**config.mk**
```make
export PLATFORM = sky130hd
export DESIGN_NAME = plgc_dp
export DESIGN_NICKNAME = d
export VERILOG_FILES = /design/src/rtl/plgc_pkg.sv /design/src/rtl/plgc_dp.sv
export SDC_FILE = /design/constraint.sdc
export NUM_CORES = 2
export LEC_CHECK = 0
export BUFFER_PORTS_ARGS = -buffer_cell sky130_fd_sc_hd__buf_2
export CORE_MARGIN = 1
export CORE_UTILIZATION = 40
export CTS_CLUSTER_DIAMETER = 100
export DETAILED_ROUTE_END_ITERATION = 7
export GPL_ROUTABILITY_DRIVEN = 0
export PLACE_DENSITY = 0.64
export SLEW_MARGIN = 15
export SYNTH_ARGS = -nofsm -noshare
export SYNTH_HDL_FRONTEND = slang
export SYNTH_SLANG_ARGS = --single-unit
```
**constraint.sdc**
```tcl
create_clock -name clk -period 13 [get_ports clk]
set_input_delay 1.95 -clock clk [delete_from_list [all_inputs] [get_ports clk]]
set_output_delay 1.95 -clock clk [all_outputs]
set_load 0.05 [all_outputs]
```
**src/rtl/plgc_pkg.sv**
```systemverilog
`timescale 1ns / 1ps
// Package for the piecewise-linear gain curve: field widths, codes, controller states
// and the command and status structs between controller and datapath.
// Depends on nothing; every other file of the block imports it.
package plgc_pkg;

	// Fixed point format of positions and gains: unsigned, 1.0 is 1 << FRAC_BITS.
	localparam int FRAC_BITS      = 16;
	localparam int VAL_W          = FRAC_BITS + 1;
	localparam int PROD_W         = 2 * VAL_W;
	localparam int IDX_W          = 4;
	localparam int CNT_W          = 5;
	localparam int MAX_POINTS_DEF = 16;
	localparam int STEP_W         = $clog2(VAL_W);

	typedef logic [VAL_W-1:0] val_t;

	localparam val_t ONE_FX = val_t'(1) << FRAC_BITS;

	// Request kinds carried in req_type.
	localparam logic REQ_LOAD  = 1'b0;
	localparam logic REQ_QUERY = 1'b1;

	typedef enum logic [2:0] {
		ST_IDLE,
		ST_FIRST,
		ST_LAST,
		ST_SCAN,
		ST_MUL,
		ST_DIV,
		ST_LERP,
		ST_EMIT
	} ctl_state_t;

	// Source of the result register.
	typedef enum logic [1:0] {
		SEL_POS,
		SEL_RD_Y,
		SEL_B_Y,
		SEL_LERP
	} res_sel_t;

	typedef struct packed {
		logic     mem_wr;
		logic     t_ld;
		logic     a_ld;
		logic     b_ld;
		logic     mul_ld;
		logic     div_step;
		logic     res_ld;
		res_sel_t res_sel;
		logic     out_ld;
	} dp_cmd_t;

	typedef struct packed {
		logic t_le_rdx;
		logic t_ge_rdx;
		logic hit;
		logic span_zero;
	} dp_status_t;

	// Clamp a coordinate to 0..1.0.
	function automatic val_t sat_one(input val_t v);
		return (v > ONE_FX) ? ONE_FX : v;
	endfunction

endpackage

```
**src/rtl/plgc_dp.sv**
```systemverilog
`timescale 1ns / 1ps
// Datapath of the gain curve: breakpoint memory, segment registers, multiplier,
// restoring divider and result/output registers. Driven by plgc_ctrl; uses plgc_pkg.
module plgc_dp import plgc_pkg::*; #(
	parameter int MAX_POINTS = MAX_POINTS_DEF
) (
	input  logic                          clk,
	input  dp_cmd_t                       cmd,
	input  logic [$clog2(MAX_POINTS)-1:0] rd_addr,
	input  logic [IDX_W-1:0]              point_index,
	input  val_t                          point_x,
	input  val_t                          point_y,
	input  val_t                          position,
	output dp_status_t                    status,
	output val_t                          gain
);

	localparam int AW = $clog2(MAX_POINTS);

	val_t mem_x [MAX_POINTS];
	val_t mem_y [MAX_POINTS];
	val_t rd_x_q, rd_y_q;
	val_t t_q, a_x_q, a_y_q, b_x_q, b_y_q;
	val_t span_q, rem_q, quo_q;
	logic desc_q;
	val_t res_q, gain_q;

	logic              wr_ok;
	val_t              diff, off;
	logic [PROD_W-1:0] prod;
	logic [VAL_W:0]    trial_num;
	logic              trial_ge;
	val_t              lerp_val;

	assign wr_ok = int'(point_index) < MAX_POINTS;

	// Breakpoint memory: one write port, one registered read port.
	always_ff @(posedge clk) begin
		if (cmd.mem_wr && wr_ok) begin
			mem_x[AW'(point_index)] <= sat_one(point_x);
			mem_y[AW'(point_index)] <= sat_one(point_y);
		end
		rd_x_q <= mem_x[rd_addr];
		rd_y_q <= mem_y[rd_addr];
	end

	// Segment arithmetic: offsets into the segment and the product for the divider.
	always_comb begin
		diff = (b_y_q < a_y_q) ? (a_y_q - b_y_q) : (b_y_q - a_y_q);
		off  = t_q - a_x_q;
		prod = PROD_W'(diff) * PROD_W'(off);
	end

	// One restoring division step: shift in the next dividend bit and try to subtract.
	always_comb begin
		trial_num = {rem_q, quo_q[VAL_W-1]};
		trial_ge  = trial_num >= {1'b0, span_q};
	end

	assign lerp_val = desc_q ? (a_y_q - quo_q) : (a_y_q + quo_q);

	always_ff @(posedge clk) begin
		if (cmd.t_ld) begin
			t_q <= sat_one(position);
		end
		if (cmd.a_ld) begin
			a_x_q <= rd_x_q;
			a_y_q <= rd_y_q;
		end
		if (cmd.b_ld) begin
			b_x_q <= rd_x_q;
			b_y_q <= rd_y_q;
		end
		// The high half of the product is below the span, so it seeds the remainder.
		if (cmd.mul_ld) begin
			desc_q <= b_y_q < a_y_q;
			span_q <= b_x_q - a_x_q;
			rem_q  <= prod[PROD_W-1:VAL_W];
			quo_q  <= prod[VAL_W-1:0];
		end else if (cmd.div_step) begin
			if (trial_ge) begin
				rem_q <= VAL_W'(trial_num - {1'b0, span_q});
				quo_q <= {quo_q[VAL_W-2:0], 1'b1};
			end else begin
				rem_q <= trial_num[VAL_W-1:0];
				quo_q <= {quo_q[VAL_W-2:0], 1'b0};
			end
		end
		if (cmd.res_ld) begin
			case (cmd.res_sel)
				SEL_POS:  res_q <= sat_one(position);
				SEL_RD_Y: res_q <= rd_y_q;
				SEL_B_Y:  res_q <= b_y_q;
				SEL_LERP: res_q <= lerp_val;
				default:  res_q <= rd_y_q;
			endcase
		end
		if (cmd.out_ld) begin
			gain_q <= res_q;
		end
	end

	// Comparisons the controller steers by.
	always_comb begin
		status.t_le_rdx  = t_q <= rd_x_q;
		status.t_ge_rdx  = t_q >= rd_x_q;
		status.hit       = (a_x_q <= t_q) && (t_q <= rd_x_q);
		status.span_zero = b_x_q == a_x_q;
	end

	assign gain = gain_q;

endmodule

```
-- Word-level counts from Yosys, hierarchy flattened
Memories as Yosys holds them, arrays and structs flattened. A register that Yosys moved wholly into a read port is not among the register bits.
Index checks and enable logic that the tools add are counted.
Widths: inputs -> output; s select.
- memories: 2
- word-level logic and storage cells: 50
- input port bits: 70
- output and inout port bits: 21
- register bits after elaboration: 171
- memory bits (writable): 544
- memory list (memory ; words ; width ; read ports ; clocked after memory_dff ; write ports ; line ; source):
    mem_x ; 16 ; 17 ; 1 ; 1 ; 1 ; plgc_dp.sv:20 ; val_t mem_x [MAX_POINTS];
    mem_y ; 16 ; 17 ; 1 ; 1 ; 1 ; plgc_dp.sv:21 ; val_t mem_y [MAX_POINTS];
- eq/ne operators: 4
- multipliers: 1
- mux-type cells: 14
- $lt $le $gt $ge: 8
- add/subtract/negate cells: 7
- reductions and logical operators: 3
- operator list (kind ; number):
    $mux 17 ; 10
    $sub 17x17->17 ; 6
    $pmux 17 s4 ; 1
    $gt 17x17->1 const B ; 3
    $le 17x17->1 ; 2
    $mul 17x17->34 ; 1
    $ge 18x17->1 ; 1
    $add 17x17->17 ; 1
    $eq 17x17->1 ; 1
    $ge 17x17->1 ; 1
    $lt 17x17->1 ; 1
    $eq 2x2->1 const B ; 2
    $mux 1 ; 3
    $eq 2x1->1 const B ; 1
    $logic_not 2->1 ; 1
    $reduce_bool 2->1 ; 1
    $logic_and 1x1->1 ; 1

-- Longest topological paths before layout
- depth after elaboration: 4
- gate-level depth with buffers: 35
- depth with buffers taken out: 33

-- Worst setup path after synthesis
No wires, ideal clock.
- path type: register to register
- start: reg a_y_q[1]
- end: reg rem_q[16] (data pin)
- setup time: 254 ps
- cell stages (with the launch flop): 32
- data required time: 12746 ps
- data arrival time: 7843 ps
- setup slack: 4903 ps
- cells stage by stage: edfxtp_1 > inv_1 > ha_1 > nor2b_1 > o31a_1 > o41a_1 > o22ai_2 > o21ai_4 > buf_4 > mux2i_1 > xnor2_1 > buf_2 > nand2_1 > fa_1 > fa_1 > fa_1 > inv_1 > fa_1 > fa_1 > inv_1 > fa_1 > inv_1 > ha_1 > and3_1 > a221oi_1 > nand2_1 > o2111ai_1 > a31oi_1 > a221oi_1 > o21bai_1 > xnor2_1 > a21o_1
- word-level cells in the longest chain between the ends: 4
- ends and longest elaborated chain (what ; line ; source):
    start: declaration ; plgc_dp.sv:23 ; val_t t_q, a_x_q, a_y_q, b_x_q, b_y_q;
    start signal: assignment ; plgc_dp.sv:68 ; a_y_q <= rd_y_q;
    $sub 17x17->17 / $lt 17x17->1 (equally long branches) ; plgc_dp.sv:49 ; diff = (b_y_q < a_y_q) ? (a_y_q - b_y_q) : (b_y_q - a_y_q);
    $mux 17 * ; plgc_dp.sv:49 ;
    $mul 17x17->34 * ; plgc_dp.sv:51 ; prod = PROD_W'(diff) * PROD_W'(off);
    $mux 17 * ; plgc_dp.sv:75 ; if (cmd.mul_ld) begin
    end signal: assignment ; plgc_dp.sv:78 ; rem_q <= prod[PROD_W-1:VAL_W];
    end signal: assignment ; plgc_dp.sv:82 ; rem_q <= VAL_W'(trial_num - {1'b0, span_q});
    end signal: assignment ; plgc_dp.sv:85 ; rem_q <= trial_num[VAL_W-1:0];
    end: declaration ; plgc_dp.sv:24 ; val_t span_q, rem_q, quo_q;
Mark *: on every way between the ends. The rest lies on a longest branch, timed or not.
A chain may end at the register's enable or synchronous reset.

-- Worst setup path after layout
- start: reg b_y_q[12]
- end: reg rem_q[16] (data pin)
- word-level cells in the longest chain between the ends: 4
- ends and longest elaborated chain (what ; line ; source):
    start: declaration ; plgc_dp.sv:23 ;
    start signal: assignment ; plgc_dp.sv:72 ; b_y_q <= rd_y_q;
    $sub 17x17->17 / $lt 17x17->1 (equally long branches) ; plgc_dp.sv:49 ;
    $mux 17 * ; plgc_dp.sv:49 ;
    $mul 17x17->34 * ; plgc_dp.sv:51 ;
    $mux 17 * ; plgc_dp.sv:75 ;
Marked as above.

==> key figures <==
Synth
  • Most frequent cells after synthesis: edfxtp_1 (715), inv_1 (395), fa_1 (230)
  • Synth cell types: 76
  • Avg Inst Size Synth: 14.0 um2
  • Syn nets: 3559
  • Register bit count reported by yosys: 749
  • Dominant cells by area after synthesis: edfxtp_1 (50%), fa_1 (11%), mux4_2 (9.9%), ha_1 (6.6%), inv_1 (3.5%)
  • Syn Std Cell Area: 42500 um2
  • Leading area contributor after synthesis: edfxtp_1
  • Top cell type's share of synthesized area: 0.505
  • Most numerous cell in the Yosys netlist: edfxtp_1
  • Number of synthesized flops with an enable pin: 715
  • Sequential fraction of the synthesis area: 0.521
  • Async S/R FF share, synth: 0
  • Post-Synthesis Cells: 3034
  • Yosys warns: 0
  • Synth Flop Type: edfxtp_1

Worst setup path
  • Worst setup endpoint: rem_q[16]$_DFFE_PP_
  • R2r setup slk: 3.50 ns
  • Crit path kind: reg -> reg
  • Worst Setup SP: b_y_q[12]$_DFFE_PP_
  • Crit-path max FO: 25
  • Number of cells on the critical path: 28
  • Cell family with most CP delay: adder cells
  • CP endpoint kind: flip-flop
  • Worst EP required: 13.40 ns
  • Buf+Inv Stages, Crit Path: 4
  • Worst reg2reg endpoint: rem_q[16]$_DFFE_PP_
  • Worst EP arrival: 9.89 ns
  • CP startpoint kind: flip-flop
  • FF-to-FF path depth: 28
  • Reg-to-reg critical path startpoint: b_y_q[12]$_DFFE_PP_
  • Slowest library cell on the worst path: o21ai_4
  • Worst path most repeated cell: fa_1
  • Slowest cell delay on critical path: 0.71 ns

Routing
  • Vias per Instance: 5.38
  • DRT iter0 DRCs: 1939
  • Total routed wirelength: 104000 um
  • Antenna Violating Nets Remaining: 0
  • Number of remaining DRC errors: 4
  • Vias: 24900
  • Drt wl/cell: 22.4 um
  • DRT Pass-1 Iters: 7

Floorplanning
  • Initial Util: 0.403
  • I/O Pins: 91
  • Die W: 328 um
  • Row cnt: 119
  • Chip height: 328 um
  • Die ar.: 108000 um2
  • Core Area: 105000 um2

Global routing
  • First-pass GRT wire length: 157000 um
  • Vias in the first global route: 25600
  • Gr ovfl total: 0
  • Largest net degree at the start of global routing: 88
  • Tot GR Track Use: 0.195
  • Initial antenna violation count: 8

Clock tree
  • Total CTS buffers: 79
  • Hold_buf cts: 0
  • Gates resized, CTS repair: 0
  • Max H-tree Level: 3
  • Worst-path clk slew: 0.06 ns
  • CTS Buffer Depth: 3
  • Post CTS Setup Buffer Count: 0
  • Root Buffer: clkbuf_16
  • Worst skew pair latency: 0.66 ns
  • Sink Count: 749
  • CTS tree: built

Timing
  • Setup violations, final: 0
  • Worst Clk Skew: 0.0575 ns
  • Final WS setup: 3.50 ns
  • Worst Tran Pin Value: 1.29 ns
  • Fin. Hold Viols: 0
  • Period utilisation layout: 0.731
  • Fin. max-slew vios: 0
  • Setup TNS: 0 ns
  • Min Tclk post-route: 9.50 ns
  • Normalized max-slew margin: 0.135
  • RSZ-0062 raised after global routing: false
  • Maximum clock rate: 105 MHz

Cells and area
  • Syn-to-layout area delta: 11.8%
  • Number of fill cells: 9365
  • Final non-filler cell total: 4630
  • Finished layout cell area: 47600 um2
  • Share of cells above drive strength 1: 0.157
  • Largest regs: mem_x (272), mem_y (272)
  • Final Net Count: 3696

Place
  • Post-Place Cell Area: 44900 um2
  • Dpl cells: 4481
  • Place WS: 3.53 ns
  • HPWL Detailed: 70700 um
  • I/O Buffers: 90

Outcome
  • Outcome: finished with violations
  • Failing checks: design-rule violations

Hold path
  • Hold Crit Class: reg -> reg
  • Hold wc startpoint: res_q[0]$_DFFE_PP_

Flow run
  • Max Cap Violations: 0
## metal layers
metal,GRT usage,up-vias,wire (um)
li1,-,11200,-
met1,0.274,12700,44500
met2,0.311,886,48600
met3,0.0318,183,7630
met4,0.0623,4,3060
met5,0,-,27
## final cells by class
cell class / count / area, um2 / share of cell area
Timing Repair Buffer: 149 / 910 / 0.0191
Inverter: 395 / 1480 / 0.0312
Multi-Input combinational cell: 1797 / 18600 / 0.392
Sequential cell: 749 / 22200 / 0.466
Tap cell: 1391 / 1740 / 0.0366
Clock inverter: 45 / 542 / 0.0114
Antenna cell: 3 / 7.51 / 0.000158
Clock buffer: 101 / 2090 / 0.0439
## kinds of logic after synthesis
family / count (synthesis) / share of synthesized area
buf+inv: 488 / 0.0442
fa+ha+maj: 455 / 0.174
simple gates: 655 / 0.0740
flops: 749 / 0.521
xor+xnor: 129 / 0.0275
compound gates: 335 / 0.0509
mux: 223 / 0.108
## layout by cell type, fill, tap and decap left out, drive strengths merged, types with 34 or more instances in the layout
master and count:
mux4 186, xnor2 90, and2 43, fa 230
nor2b 64, a21o 54, xor2 39, nand2b 59
o21ai 69, clkbuf 101, dfxtp 34, nor2 176
edfxtp 715, clkinv 35, nand2 196, a21oi 102
inv 397, buf 149, ha 225
## worst min-delay path by stage
stage,to,slack (ns),depth (start not counted)
after detailed placement,gain[0]$_DFFE_PP_,0.41,0
final,gain[0]$_DFFE_PP_,0.42,0
after floorplan,gain[0]$_DFFE_PP_,0.40,0
after global placement,gain[1]$_DFFE_PP_,0.40,0
after global routing,gain[0]$_DFFE_PP_,0.42,0
after CTS,gain[0]$_DFFE_PP_,0.42,0
## through the flow
stage,util,hold slack (ns)
floorplan,-,0.400
global placement,0.426,0.401
detailed placement,0.426,0.405
CTS,0.451,0.417
global route,0.451,0.422
finish,0.451,0.416
## worst register-to-register path, delay by kind of cell, from the launching register on
| family | cells | cell delay (ns) |
|---|---|---|
| buffers and inverters | 4 | 0.20 |
| xor gates and xnor gates | 2 | 0.76 |
| and+or+nand+nor | 6 | 1.33 |
| AOI/OAI and AO/OA | 8 | 2.73 |
| adders and majority gates | 8 | 3.85 |
| DFF | 1 | 0.42 |
Power is not shown: default switching activity piles up to over one toggle a cycle in this logic, so the estimate is an artifact.
