===== config.mk =====
export PLATFORM = sky130hd
export DESIGN_NAME = plgc_ctrl
export DESIGN_NICKNAME = d
export VERILOG_FILES = /design/src/rtl/plgc_pkg.sv /design/src/rtl/plgc_ctrl.sv
export SDC_FILE = /design/constraint.sdc
export NUM_CORES = 1
export LEC_CHECK = 0
export BUFFER_PORTS_ARGS = -buffer_cell sky130_fd_sc_hd__buf_2
export CAP_MARGIN = 0
export CORE_MARGIN = 2
export CORE_UTILIZATION = 35
export CTS_BUF_LIST = sky130_fd_sc_hd__clkbuf_16
export DETAILED_ROUTE_END_ITERATION = 6
export GPL_TIMING_DRIVEN = 0
export PLACE_DENSITY = 0.57
export SYNTH_ARGS = -nofsm -noshare
export SYNTH_HDL_FRONTEND = slang
export SYNTH_SLANG_ARGS = --single-unit
export TNS_END_PERCENT = 100

===== constraint.sdc =====
create_clock -name clk -period 2.1 [get_ports clk]
set_input_delay 0.105 -clock clk [delete_from_list [all_inputs] [get_ports clk]]
set_output_delay 0.105 -clock clk [all_outputs]
set_load 0.005 [all_outputs]

===== src/rtl/plgc_pkg.sv =====
`timescale 1ns / 1ps
// Package for the piecewise-linear gain curve: field widths, codes, controller states
// and the command and status structs between controller and datapath.
// Depends on nothing; every other file of the block imports it.
package plgc_pkg;

	// Fixed point format of positions and gains: unsigned, 1.0 is 1 << FRAC_BITS.
	localparam int FRAC_BITS      = 16;
	localparam int VAL_W          = FRAC_BITS + 1;
	localparam int PROD_W         = 2 * VAL_W;
	localparam int IDX_W          = 4;
	localparam int CNT_W          = 5;
	localparam int MAX_POINTS_DEF = 16;
	localparam int STEP_W         = $clog2(VAL_W);

	typedef logic [VAL_W-1:0] val_t;

	localparam val_t ONE_FX = val_t'(1) << FRAC_BITS;

	// Request kinds carried in req_type.
	localparam logic REQ_LOAD  = 1'b0;
	localparam logic REQ_QUERY = 1'b1;

	typedef enum logic [2:0] {
		ST_IDLE,
		ST_FIRST,
		ST_LAST,
		ST_SCAN,
		ST_MUL,
		ST_DIV,
		ST_LERP,
		ST_EMIT
	} ctl_state_t;

	// Source of the result register.
	typedef enum logic [1:0] {
		SEL_POS,
		SEL_RD_Y,
		SEL_B_Y,
		SEL_LERP
	} res_sel_t;

	typedef struct packed {
		logic     mem_wr;
		logic     t_ld;
		logic     a_ld;
		logic     b_ld;
		logic     mul_ld;
		logic     div_step;
		logic     res_ld;
		res_sel_t res_sel;
		logic     out_ld;
	} dp_cmd_t;

	typedef struct packed {
		logic t_le_rdx;
		logic t_ge_rdx;
		logic hit;
		logic span_zero;
	} dp_status_t;

	// Clamp a coordinate to 0..1.0.
	function automatic val_t sat_one(input val_t v);
		return (v > ONE_FX) ? ONE_FX : v;
	endfunction

endpackage


===== src/rtl/plgc_ctrl.sv =====
`timescale 1ns / 1ps
// Controller of the gain curve: point count register, sequencing state machine,
// memory read address, divider step count and output valid. Uses plgc_pkg.
module plgc_ctrl import plgc_pkg::*; #(
	parameter int MAX_POINTS = MAX_POINTS_DEF
) (
	input  logic                          clk,
	input  logic                          arst_n,
	input  logic                          cfg_valid,
	input  logic [CNT_W-1:0]              cfg_count,
	input  logic                          in_valid,
	input  logic                          in_type,
	output logic                          in_ready,
	output logic                          out_valid,
	input  logic                          out_ready,
	input  dp_status_t                    status,
	output dp_cmd_t                       cmd,
	output logic [$clog2(MAX_POINTS)-1:0] rd_addr
);

	localparam int AW = $clog2(MAX_POINTS);
	localparam int NW = $clog2(MAX_POINTS + 1);

	ctl_state_t        state_q, state_d;
	logic [CNT_W-1:0]  count_q;
	logic [AW-1:0]     idx_q, idx_d;
	logic [STEP_W-1:0] step_q, step_d;
	logic              out_valid_q;

	logic [NW-1:0] n_pts;
	logic [AW-1:0] last_addr;
	logic          out_free;

	// Effective point count, limited to the table depth.
	always_comb begin
		if (int'(count_q) > MAX_POINTS) begin
			n_pts = NW'(MAX_POINTS);
		end else begin
			n_pts = NW'(count_q);
		end
		last_addr = AW'(n_pts - NW'(1));
	end

	assign out_free = !out_valid_q || out_ready;

	always_ff @(posedge clk or negedge arst_n) begin
		if (!arst_n) begin
			state_q     <= ST_IDLE;
			count_q     <= '0;
			idx_q       <= '0;
			step_q      <= '0;
			out_valid_q <= 1'b0;
		end else begin
			state_q <= state_d;
			idx_q   <= idx_d;
			step_q  <= step_d;
			if (cfg_valid) begin
				count_q <= cfg_count;
			end
			if (cmd.out_ld) begin
				out_valid_q <= 1'b1;
			end else if (out_ready) begin
				out_valid_q <= 1'b0;
			end
		end
	end

	// Next state and commands.
	always_comb begin
		state_d  = state_q;
		idx_d    = idx_q;
		step_d   = step_q;
		rd_addr  = idx_q;
		in_ready = 1'b0;
		cmd      = '0;
		cmd.res_sel = SEL_RD_Y;
		case (state_q)
			ST_IDLE: begin
				in_ready = 1'b1;
				rd_addr  = '0;
				if (in_valid) begin
					if (in_type == REQ_LOAD) begin
						cmd.mem_wr = 1'b1;
					end else if (n_pts == '0) begin
						cmd.res_ld  = 1'b1;
						cmd.res_sel = SEL_POS;
						state_d     = ST_EMIT;
					end else begin
						cmd.t_ld = 1'b1;
						state_d  = ST_FIRST;
					end
				end
			end
			// Entry 0 is on the read port.
			ST_FIRST: begin
				if (status.t_le_rdx) begin
					cmd.res_ld = 1'b1;
					state_d    = ST_EMIT;
				end else begin
					cmd.a_ld = 1'b1;
					rd_addr  = last_addr;
					state_d  = ST_LAST;
				end
			end
			// The last valid entry is on the read port.
			ST_LAST: begin
				if (status.t_ge_rdx) begin
					cmd.res_ld = 1'b1;
					state_d    = ST_EMIT;
				end else begin
					rd_addr = AW'(1);
					idx_d   = AW'(1);
					state_d = ST_SCAN;
				end
			end
			// Entry idx is on the read port, entry idx-1 sits in the A registers.
			ST_SCAN: begin
				if (status.hit) begin
					cmd.b_ld = 1'b1;
					state_d  = ST_MUL;
				end else if (idx_q == last_addr) begin
					cmd.res_ld = 1'b1;
					state_d    = ST_EMIT;
				end else begin
					cmd.a_ld = 1'b1;
					idx_d    = idx_q + AW'(1);
					rd_addr  = idx_q + AW'(1);
				end
			end
			ST_MUL: begin
				if (status.span_zero) begin
					cmd.res_ld  = 1'b1;
					cmd.res_sel = SEL_B_Y;
					state_d     = ST_EMIT;
				end else begin
					cmd.mul_ld = 1'b1;
					step_d     = '0;
					state_d    = ST_DIV;
				end
			end
			ST_DIV: begin
				cmd.div_step = 1'b1;
				step_d       = step_q + STEP_W'(1);
				if (step_q == STEP_W'(VAL_W - 1)) begin
					state_d = ST_LERP;
				end
			end
			ST_LERP: begin
				cmd.res_ld  = 1'b1;
				cmd.res_sel = SEL_LERP;
				state_d     = ST_EMIT;
			end
			ST_EMIT: begin
				if (out_free) begin
					cmd.out_ld = 1'b1;
					state_d    = ST_IDLE;
				end
			end
			default: begin
				state_d = ST_IDLE;
			end
		endcase
	end

	assign out_valid = out_valid_q;

endmodule


* After elaboration in Yosys (flattened, before gate mapping)
Index checks and enable logic that the tools add are counted.
** Operators by class
- $add $sub $neg :: 3
- $lt $le $gt $ge :: 1
- Equality and inequality tests :: 15
- Mux-type cells :: 49
- Reductions and logical operators :: 9
** Operators with widths (number)
- 3-bit two-way mux :: 13
- 3-bit case mux with 8 select lines :: 1
- 1-bit two-way mux :: 20
- 4-bit two-way mux :: 4
- 4-bit case mux with 4 select lines :: 1
- 3-bit equality test, second input constant :: 4
- 5-bit two-way mux :: 2
- 2-bit != test, second input constant :: 5
- 5-bit case mux with 2 select lines :: 1
- 4-bit case mux with 2 select lines :: 1
- 3-bit by 2-bit equality test with 1-bit output, second input constant :: 2
- 2-bit two-way mux :: 3
- 1-bit case mux with 6 select lines :: 1
- 2-bit case mux with 3 select lines :: 1
- 2-bit nonzero test :: 3
- 5-bit by 1-bit adder with 5-bit output, second input constant :: 1
- 5-bit equality test, second input constant :: 1
- 5-bit greater-than comparator, second input constant :: 1
- 5-bit logical NOT :: 1
- 5-bit AND reduction :: 1
- 4-bit by 1-bit adder with 4-bit output, second input constant :: 1
- 4-bit equality test :: 1
- 4-bit by 1-bit subtractor with 4-bit output, second input constant :: 1
- 3-bit by 1-bit equality test with 1-bit output, second input constant :: 1
- 6 further kinds :: 6
** Word-level totals
- Register bits :: 18
- Input bits :: 15
- Output and inout bits :: 16
- Word-level logic and storage cells :: 82

* Longest topological paths before layout
Gate-level depths: netlist of run 1.
- Word-level depth :: 7
- Mapped depth :: 8
- Gate-level depth less buffers :: 8

* Least setup slack after synthesis of run 1
OpenSTA, ideal clock, no wires.
- Path kind :: register to register
- Start :: register count_q[4]
- End :: register idx_q[1]
- Setup time :: 121 ps
- Arrival :: 2119 ps
- Required time :: 1979 ps
- Path slack :: -140 ps
- Cell stages (with the launch flop) :: 9
- Buffers on the path :: 0
- Clock period less this slack :: 2240 ps
- Path through :: dfrtp_1 > or2b_1 > ha_1 > xor2_1 > o221ai_1 > a211o_1 > o21ai_2 > nor2_1 > a22o_1
** Between the ends
- Cells in the longest elaborated chain, start to end :: 7
** Ends and longest elaborated chain
- from (decl) :: line plgc_ctrl.sv:25 : logic [CNT_W-1:0] count_q;
- from (signal assigned) :: line plgc_ctrl.sv:58 : count_q <= cfg_count;
- 5-bit greater-than comparator :: line plgc_ctrl.sv:36 : if (int'(count_q) > MAX_POINTS) begin
- 5-bit two-way mux :: line plgc_ctrl.sv:36
- 4-bit by 1-bit subtractor with 4-bit output :: line plgc_ctrl.sv:41 : last_addr = AW'(n_pts - NW'(1));
- 4-bit equality test :: line plgc_ctrl.sv:121 : end else if (idx_q == last_addr) begin
- 4-bit two-way mux (2 in series)
- 4-bit case mux with 2 select lines
- to (signal assigned) :: line plgc_ctrl.sv:55 : idx_q <= idx_d;
- to (decl) :: line plgc_ctrl.sv:26 : logic [AW-1:0] idx_q, idx_d;
No other way between the ends.
A chain may end at the register's enable or synchronous reset.

* Worst setup path in the final report of run 1
- Start :: register count_q[4]
- End :: output port rd_addr[1]
** Between the ends
- Cells in the longest elaborated chain, start to end :: 7
- Elaborated cells between the ends (all ways) :: 8
- Classes of those cells :: 1 x add/sub; 1 x order compare; 1 x eq/ne; 5 x mux
** Ends and longest elaborated chain
- 5-bit greater-than comparator * :: line plgc_ctrl.sv:36
- 5-bit two-way mux * :: line plgc_ctrl.sv:36
- 4-bit by 1-bit subtractor with 4-bit output * :: line plgc_ctrl.sv:41
- 4-bit equality test :: line plgc_ctrl.sv:121
- 4-bit two-way mux
- 4-bit two-way mux :: line plgc_ctrl.sv:118 : if (status.hit) begin
- 4-bit case mux with 4 select lines * :: line plgc_ctrl.sv:77 : case (state_q)
- to (decl) :: line plgc_ctrl.sv:18 : output logic [$clog2(MAX_POINTS)-1:0] rd_addr
Mark *: on every way between the ends. The rest lies on a longest branch, timed or not.

==> flow_summary.yaml, run 1 <==
run_status:
  status: "complete, but fails checks"
  failed_checks: "setup timing"
floorplan:
  die_area_sq_um: 4393
  start_util_pct: 36.80
  die_x_um: 66.28
  die_height_um: 66.28
  fp.coreArea_sq_um: 3689
  boundaryPins: 31
  rows: 22
synthesis:
  seq_area_frac_synth_pct: 33.18
  yosys_warnings: 0
  synth-edff-count: 0
  synthDistinctLibCells: 50
  synthesis.area_sq_um: 1358
  ys_top_cells_by_area: "dfrtp_1, nand2_1, ha_1"
  post_synth.cell_area_avg_sq_um: 8.592
  synth_area_leader_cell: "dfrtp_1"
  synth_common_cells: "nand2_1, dfrtp_1, inv_1, o21ai_0, nor2_1"
  synth_top_area_share_pct: 33.18
  synth_nets: 178
  ys.flop_type: "dfrtp_1"
  synth_most_common_cell: "nand2_1"
  synthCells: 158
  ys_async_sr_fraction_pct: 100.0
  ys_ff_latch: 18
detailed_routing:
  num_vias: 1363
  wl_per_cell_um: 14.06
  drc: 0
  drtAntennaViolNets: 0
  postRouteWirelength_mm: 3.572
  first_iter_violations: 110
  detail_route.first_pass.iterations: 4
  viasPerCell: 5.366
sta:
  rsz0062_at_grt: "true"
  hold_viol: 0
  maxSlewHeadroom_pct: 67.42
  worst_pin_slew_ns: 0.4876
  finClkSkew_ns: 0.001280
  fin_ws_ns: -0.5461
  final_max_slew_viol_count: 0
  max_freq_mhz: 377.9
  fin_crit_sh_pct: 126.0
  setup-violations-final: 13
  finalCriticalPeriod_ns: 2.646
  holdWs_ns: 0.08802
clock_network:
  cts-root-buf: "clkbuf_16"
  insertion_delay_ns: 0.25
  cts.reportedPaths.clkPinSlew_ns: 0.05
  clock-sinks: 18
  cts_max_path_buffers: 2
  cts_tree: "yes"
  htree_levels: 1
  cts_made_buffers: 3
power_and_ir_drop:
  totalPowerFinal_w: 0.002313
  p_per_area_nw_per_um2: 1267
  peakVddDrop_uv: 512.2
  leakage_nw: 0.8858
final_layout:
  final_nets: 227
  multiInputGateArea_sq_um: 912.1
  area_delta_synth_final_pct: 34.47
  instances_no_fill: 254
  drive_gt1_share_pct: 33.01
  fin_area_sq_um: 1826
  final-seq-area_sq_um: 452.9
  diodes: 0
  n_fill_cell: 366
worst_setup_path:
  r2r_slack_ns: -0.48
  r2r_end: "idx_q[1]"
  start_kind: "flip-flop"
  reg2reg_from: "count_q[4]"
  worstSetupEndpointType: "output pin"
  worstSetupPathType: "reg2out"
  reg2reg_depth: 11
  cp_max_fo: 4
  arrival_ns: 2.54
  crit_required_ns: 2.00
global_routing:
  groute.layer.met1.usage_pct: 22.81
  grt-ovfl-total: 0
  grtUsageMet3_pct: 2.044
  grtUsageTotal_pct: 17.26
  grt-busiest-layer: "met2"
  gr-usage-met2_pct: 29.63
  grt_max_degree: 19
  grt_pass1_vias: 1263
  grt_pass1_wl_mm: 5.934
  antenna_found_initial: 0
hold_path:
  min_from: "cfg_count[1]"
  min_path_type: "in2reg"
  whs_endpoint: "count_q[1]"
  hold_path_depth: 2
placement:
  port_buffers: 30
  place_ws_ns: -0.3829
  placed_area_sq_um: 1595
  gp_congestion: 0.8451
  dp.cells: 236
  dp_hpwl_mm: 2.654
job:
  drv_cap: 0
where the power goes:
| part | switching, W | internal [W] | total [W] | leakage [nW] |
|---|---|---|---|---|
| clock | 0.000127 | 0.000253 | 0.000380 | 0.0385 |
| combinational | 0.000727 | 0.000591 | 0.00132 | 0.628 |
| sequential | 0.000135 | 0.000480 | 0.000615 | 0.219 |
| total | 0.000989 | 0.00132 | 0.00231 | 0.886 |
per-layer routing:
| metal | up-vias | share of wire (%) |
|---|---|---|
| li1 | 676 | - |
| met1 | 645 | 44 |
| met2 | 38 | 51 |
| met3 | 4 | 4.3 |
| met4 | 0 | 1.1 |
| met5 | - | 0 |
per-stage QoR:
stage / util, % / setup TNS, ns
3_3_place_gp: 43.25 / -3.228
4_1_cts: 48.58 / -5.491
6_report: 49.49 / -5.570
3_5_place_dp: 43.25 / -3.802
5_1_grt: 49.49 / -6.813
2_1_floorplan: - / -0.1839
timing repair:
| action | CTS | global route |
|---|---|---|
| pin swaps | 6 | 5 |
| buffers inserted | 13 | 3 |
| hold endpoints to repair | 18 | 0 |
| endpoints found under the setup margin | 14 | 14 |
| resized for setup | 6 | 5 |
| hold buffers | 1 | 0 |
cell usage in the layout (no fill, tap or decap), types with 7 or more instances in the layout:
cell,n
buf_2,30
buf_4,12
dfrtp_1,16
a21oi_1,7
o21ai_0,10
nor2_1,8
nand2_1,19
inv_1,11
cell type report:
class	instances	share of cell area (%)
Clock inverter	1	0.2056
Sequential cell	18	24.81
Multi-Input combinational cell	124	49.97
Clock buffer	3	4.112
Tap cell	48	3.290
Inverter	11	2.262
Buffer	5	1.028
Timing Repair Buffer	44	14.32
registers in the layout, summed over array words and instances (netlist names):
| name | count |
|---|---|
| state_q | 3 |
| step_q | 5 |
| idx_q | 4 |
| out_valid | 1 |
| count_q | 5 |
kinds of logic (layout without fill, tap and decap cells):
family	Yosys count	after routing	synth area share, %
adder cells (fa/ha/maj)	5	5	4.608
multiplexers	10	10	7.834
flip-flops	18	18	33.18
AND/OR/NAND/NOR	61	61	23.32
AO/OA/AOI/OAI	45	45	24.15
XOR/XNOR	3	3	2.489
buffers and inverters	16	64	4.423
worst max-delay path, cell delays in order, from the launching register on:
cell	delay (ns)
dfrtp_2	0.42
or2b_4	0.27
ha_4	0.17
or3b_1	0.35
a32oi_1	0.17
a211o_1	0.22
buf_4	0.15
o21ai_4	0.07
o21a_1	0.19
nor3_2	0.15
buf_2	0.13
worst max path at each step:
| stage | startpoint | to |
|---|---|---|
| final | count_q[4] | rd_addr[1] |
| after CTS | count_q[4] | rd_addr[3] |
| after global placement | count_q[4] | rd_addr[3] |
| after detailed placement | count_q[0] | rd_addr[2] |
| after floorplan | count_q[4] | rd_addr[3] |
| after global routing | count_q[4] | rd_addr[1] |
Note: power is estimated with default switching activity, not from simulation.
==> run 2: changes to the inputs <==
--- a/config.mk
+++ b/config.mk
@@ -8,11 +8,12 @@
 export BUFFER_PORTS_ARGS = -buffer_cell sky130_fd_sc_hd__buf_2
 export CAP_MARGIN = 0
 export CORE_MARGIN = 2
-export CORE_UTILIZATION = 35
+export CORE_UTILIZATION = 40
 export CTS_BUF_LIST = sky130_fd_sc_hd__clkbuf_16
 export DETAILED_ROUTE_END_ITERATION = 6
 export GPL_TIMING_DRIVEN = 0
-export PLACE_DENSITY = 0.57
+export PLACE_DENSITY = 0.63
+export SKIP_CTS_REPAIR_TIMING = 1
 export SYNTH_ARGS = -nofsm -noshare
 export SYNTH_HDL_FRONTEND = slang
 export SYNTH_SLANG_ARGS = --single-unit
==> run 2 against run 1 <==
The run still ends with setup timing left. Final area fell by 1.4%. Clock-buffer cell count did not move. Power up 0.94%. Sequential cell count stayed put. Clock power shrank 1%. Critical path type unchanged.
==> flow_summary.yaml, run 2 (synthesized netlist as in run 1, its figures left out) <==
final_layout:
  layout_common_cells: "buf_2, nand2_1, dfrtp_1"
  post-route-util_pct: 54.78
  fin_area_sq_um: 1799
  reg_top3: "count_q: 5 flops, step_q: 5 flops, idx_q: 4 flops"
  final_nets: 221
  area_delta_synth_final_pct: 32.53
  final_common_cell: "buf_2"
  drive_gt1_share_pct: 32.00
  multiInputGateArea_sq_um: 929.6
  diodes: 0
  n_fill_cell: 315
  final-seq-area_sq_um: 452.9
sta:
  fin_crit_sh_pct: 129.0
  fin_ws_ns: -0.6100
  setup_tns_ns: -5.261
  hold_viol: 0
  worst_pin_slew_ns: 0.5182
  final_max_slew_viol_count: 0
  finClkSkew_ns: 0.001325
  finalCriticalPeriod_ns: 2.710
  max_freq_mhz: 369.0
  setup-violations-final: 13
  maxSlewHeadroom_pct: 65.38
  rsz0062_at_grt: "true"
power_and_ir_drop:
  seqPwrFrac_pct: 26.8
  leakage_nw: 0.8553
  power.internal_w: 0.001322
  p_per_area_nw_per_um2: 1298
  comb_power_share_pct: 57.1
  p_sw_share_pct: 43.37
  p_clk_share_pct: 16.1
  p_sw_w: 0.001012
  peakVddDrop_uv: 653.4
floorplan:
  fp.coreArea_sq_um: 3284
  die_x_um: 62.26
  boundaryPins: 31
  die_height_um: 62.26
  start_util_pct: 41.33
  rows: 21
  die_area_sq_um: 3876
hold_path:
  whs_endpoint: "count_q[1]"
  hold_path_depth: 2
  min_path_type: "in2reg"
  min_from: "cfg_count[1]"
clock_network:
  cts-root-buf: "clkbuf_16"
  cts.reportedPaths.clkPinSlew_ns: 0.05
  insertion_delay_ns: 0.24
  cts_tree: "yes"
  cts_made_buffers: 3
  clock-sinks: 18
  htree_levels: 1
  cts_max_path_buffers: 2
placement:
  dp_hpwl_mm: 2.647
  gp_congestion: 0.8745
  port_buffers: 30
  placed_area_sq_um: 1593
worst_setup_path:
  worstSetupPathType: "reg2out"
  cp_max_fo: 7
  reg2reg_depth: 9
  r2r_slack_ns: -0.34
  r2r_end: "state_q[0]"
  crit_required_ns: 2.00
  worstSetupEndpointType: "output pin"
  arrival_ns: 2.61
  start_kind: "flip-flop"
  reg2reg_from: "count_q[4]"
detailed_routing:
  wl_per_cell_um: 14.43
  detail_route.first_pass.iterations: 4
  viasPerCell: 5.451
  drc: 0
  drtAntennaViolNets: 0
  num_vias: 1341
  first_iter_violations: 92
  postRouteWirelength_mm: 3.550
global_routing:
  antenna_found_initial: 0
  grt-ovfl-total: 0
  grt_pass1_wl_mm: 5.796
  grt_pass1_vias: 1218
  grtUsageTotal_pct: 18.11
  grt_max_degree: 19
job:
  drv_cap: 0
run_status:
  failed_checks: "setup timing"
  status: "complete, but fails checks"
==> run 2: worst max path at each step <==
stage / start / end / cells past startpoint / slack (ns)
2_1_floorplan: count_q[4] / rd_addr[3] / 8 / -0.08
3_3_place_gp: count_q[4] / rd_addr[3] / 9 / -0.32
3_5_place_dp: count_q[4] / rd_addr[2] / 9 / -0.40
4_1_cts: count_q[4] / rd_addr[2] / 9 / -0.68
5_1_grt: count_q[4] / rd_addr[2] / 9 / -0.70
6_report: count_q[4] / rd_addr[2] / 9 / -0.61
==> run 2: worst max-delay path: stages (launching register included) <==
cell	delay [ns]
dfrtp_2	0.44
or2b_4	0.28
ha_4	0.28
xor2_1	0.14
o221ai_1	0.13
a211o_1	0.38
o211ai_2	0.22
mux2i_2	0.26
a211o_1	0.12
buf_2	0.10
==> run 2: through the flow <==
stage               worst slack [ns]  instances  total power, W  hold WS (ns)
global route                 -0.7034        246        0.002528       0.09018
CTS                          -0.6762        238        0.002228       -0.1910
detailed placement           -0.3977        234        0.001830       0.06801
global placement             -0.3208        234        0.001789       0.06395
finish                       -0.6100        246        0.002335       0.08967
floorplan                   -0.08028        158        0.001466       -0.1906
==> run 2: metal layers <==
metal	vias up	global-route usage, %	routed length, um
li1	667	-	-
met4	0	4.167	52
met2	25	31.66	1811
met3	4	1.993	109
met5	-	0	0
met1	645	24.14	1577
==> run 2: area by class of cell <==
class / count / area share, %
tap: 46 / 3.199
buffer: 5 / 1.043
clock inverter: 1 / 0.2086
multi-input combinational: 124 / 51.67
inverter: 11 / 2.295
clock buffer: 3 / 4.172
timing repair buffer: 38 / 12.24
sequential: 18 / 25.17
==> run 2: power by group through the flow <==
stage / Combinational [W] / Clock [W] / Sequential [W]
global placement: 0.00117 / 0 / 0.000616
finish: 0.00133 / 0.000376 / 0.000626
floorplan: 0.000879 / 0 / 0.000587
CTS: 0.00122 / 0.000387 / 0.000620
detailed placement: 0.00120 / 0 / 0.000625
global route: 0.00148 / 0.000402 / 0.000650
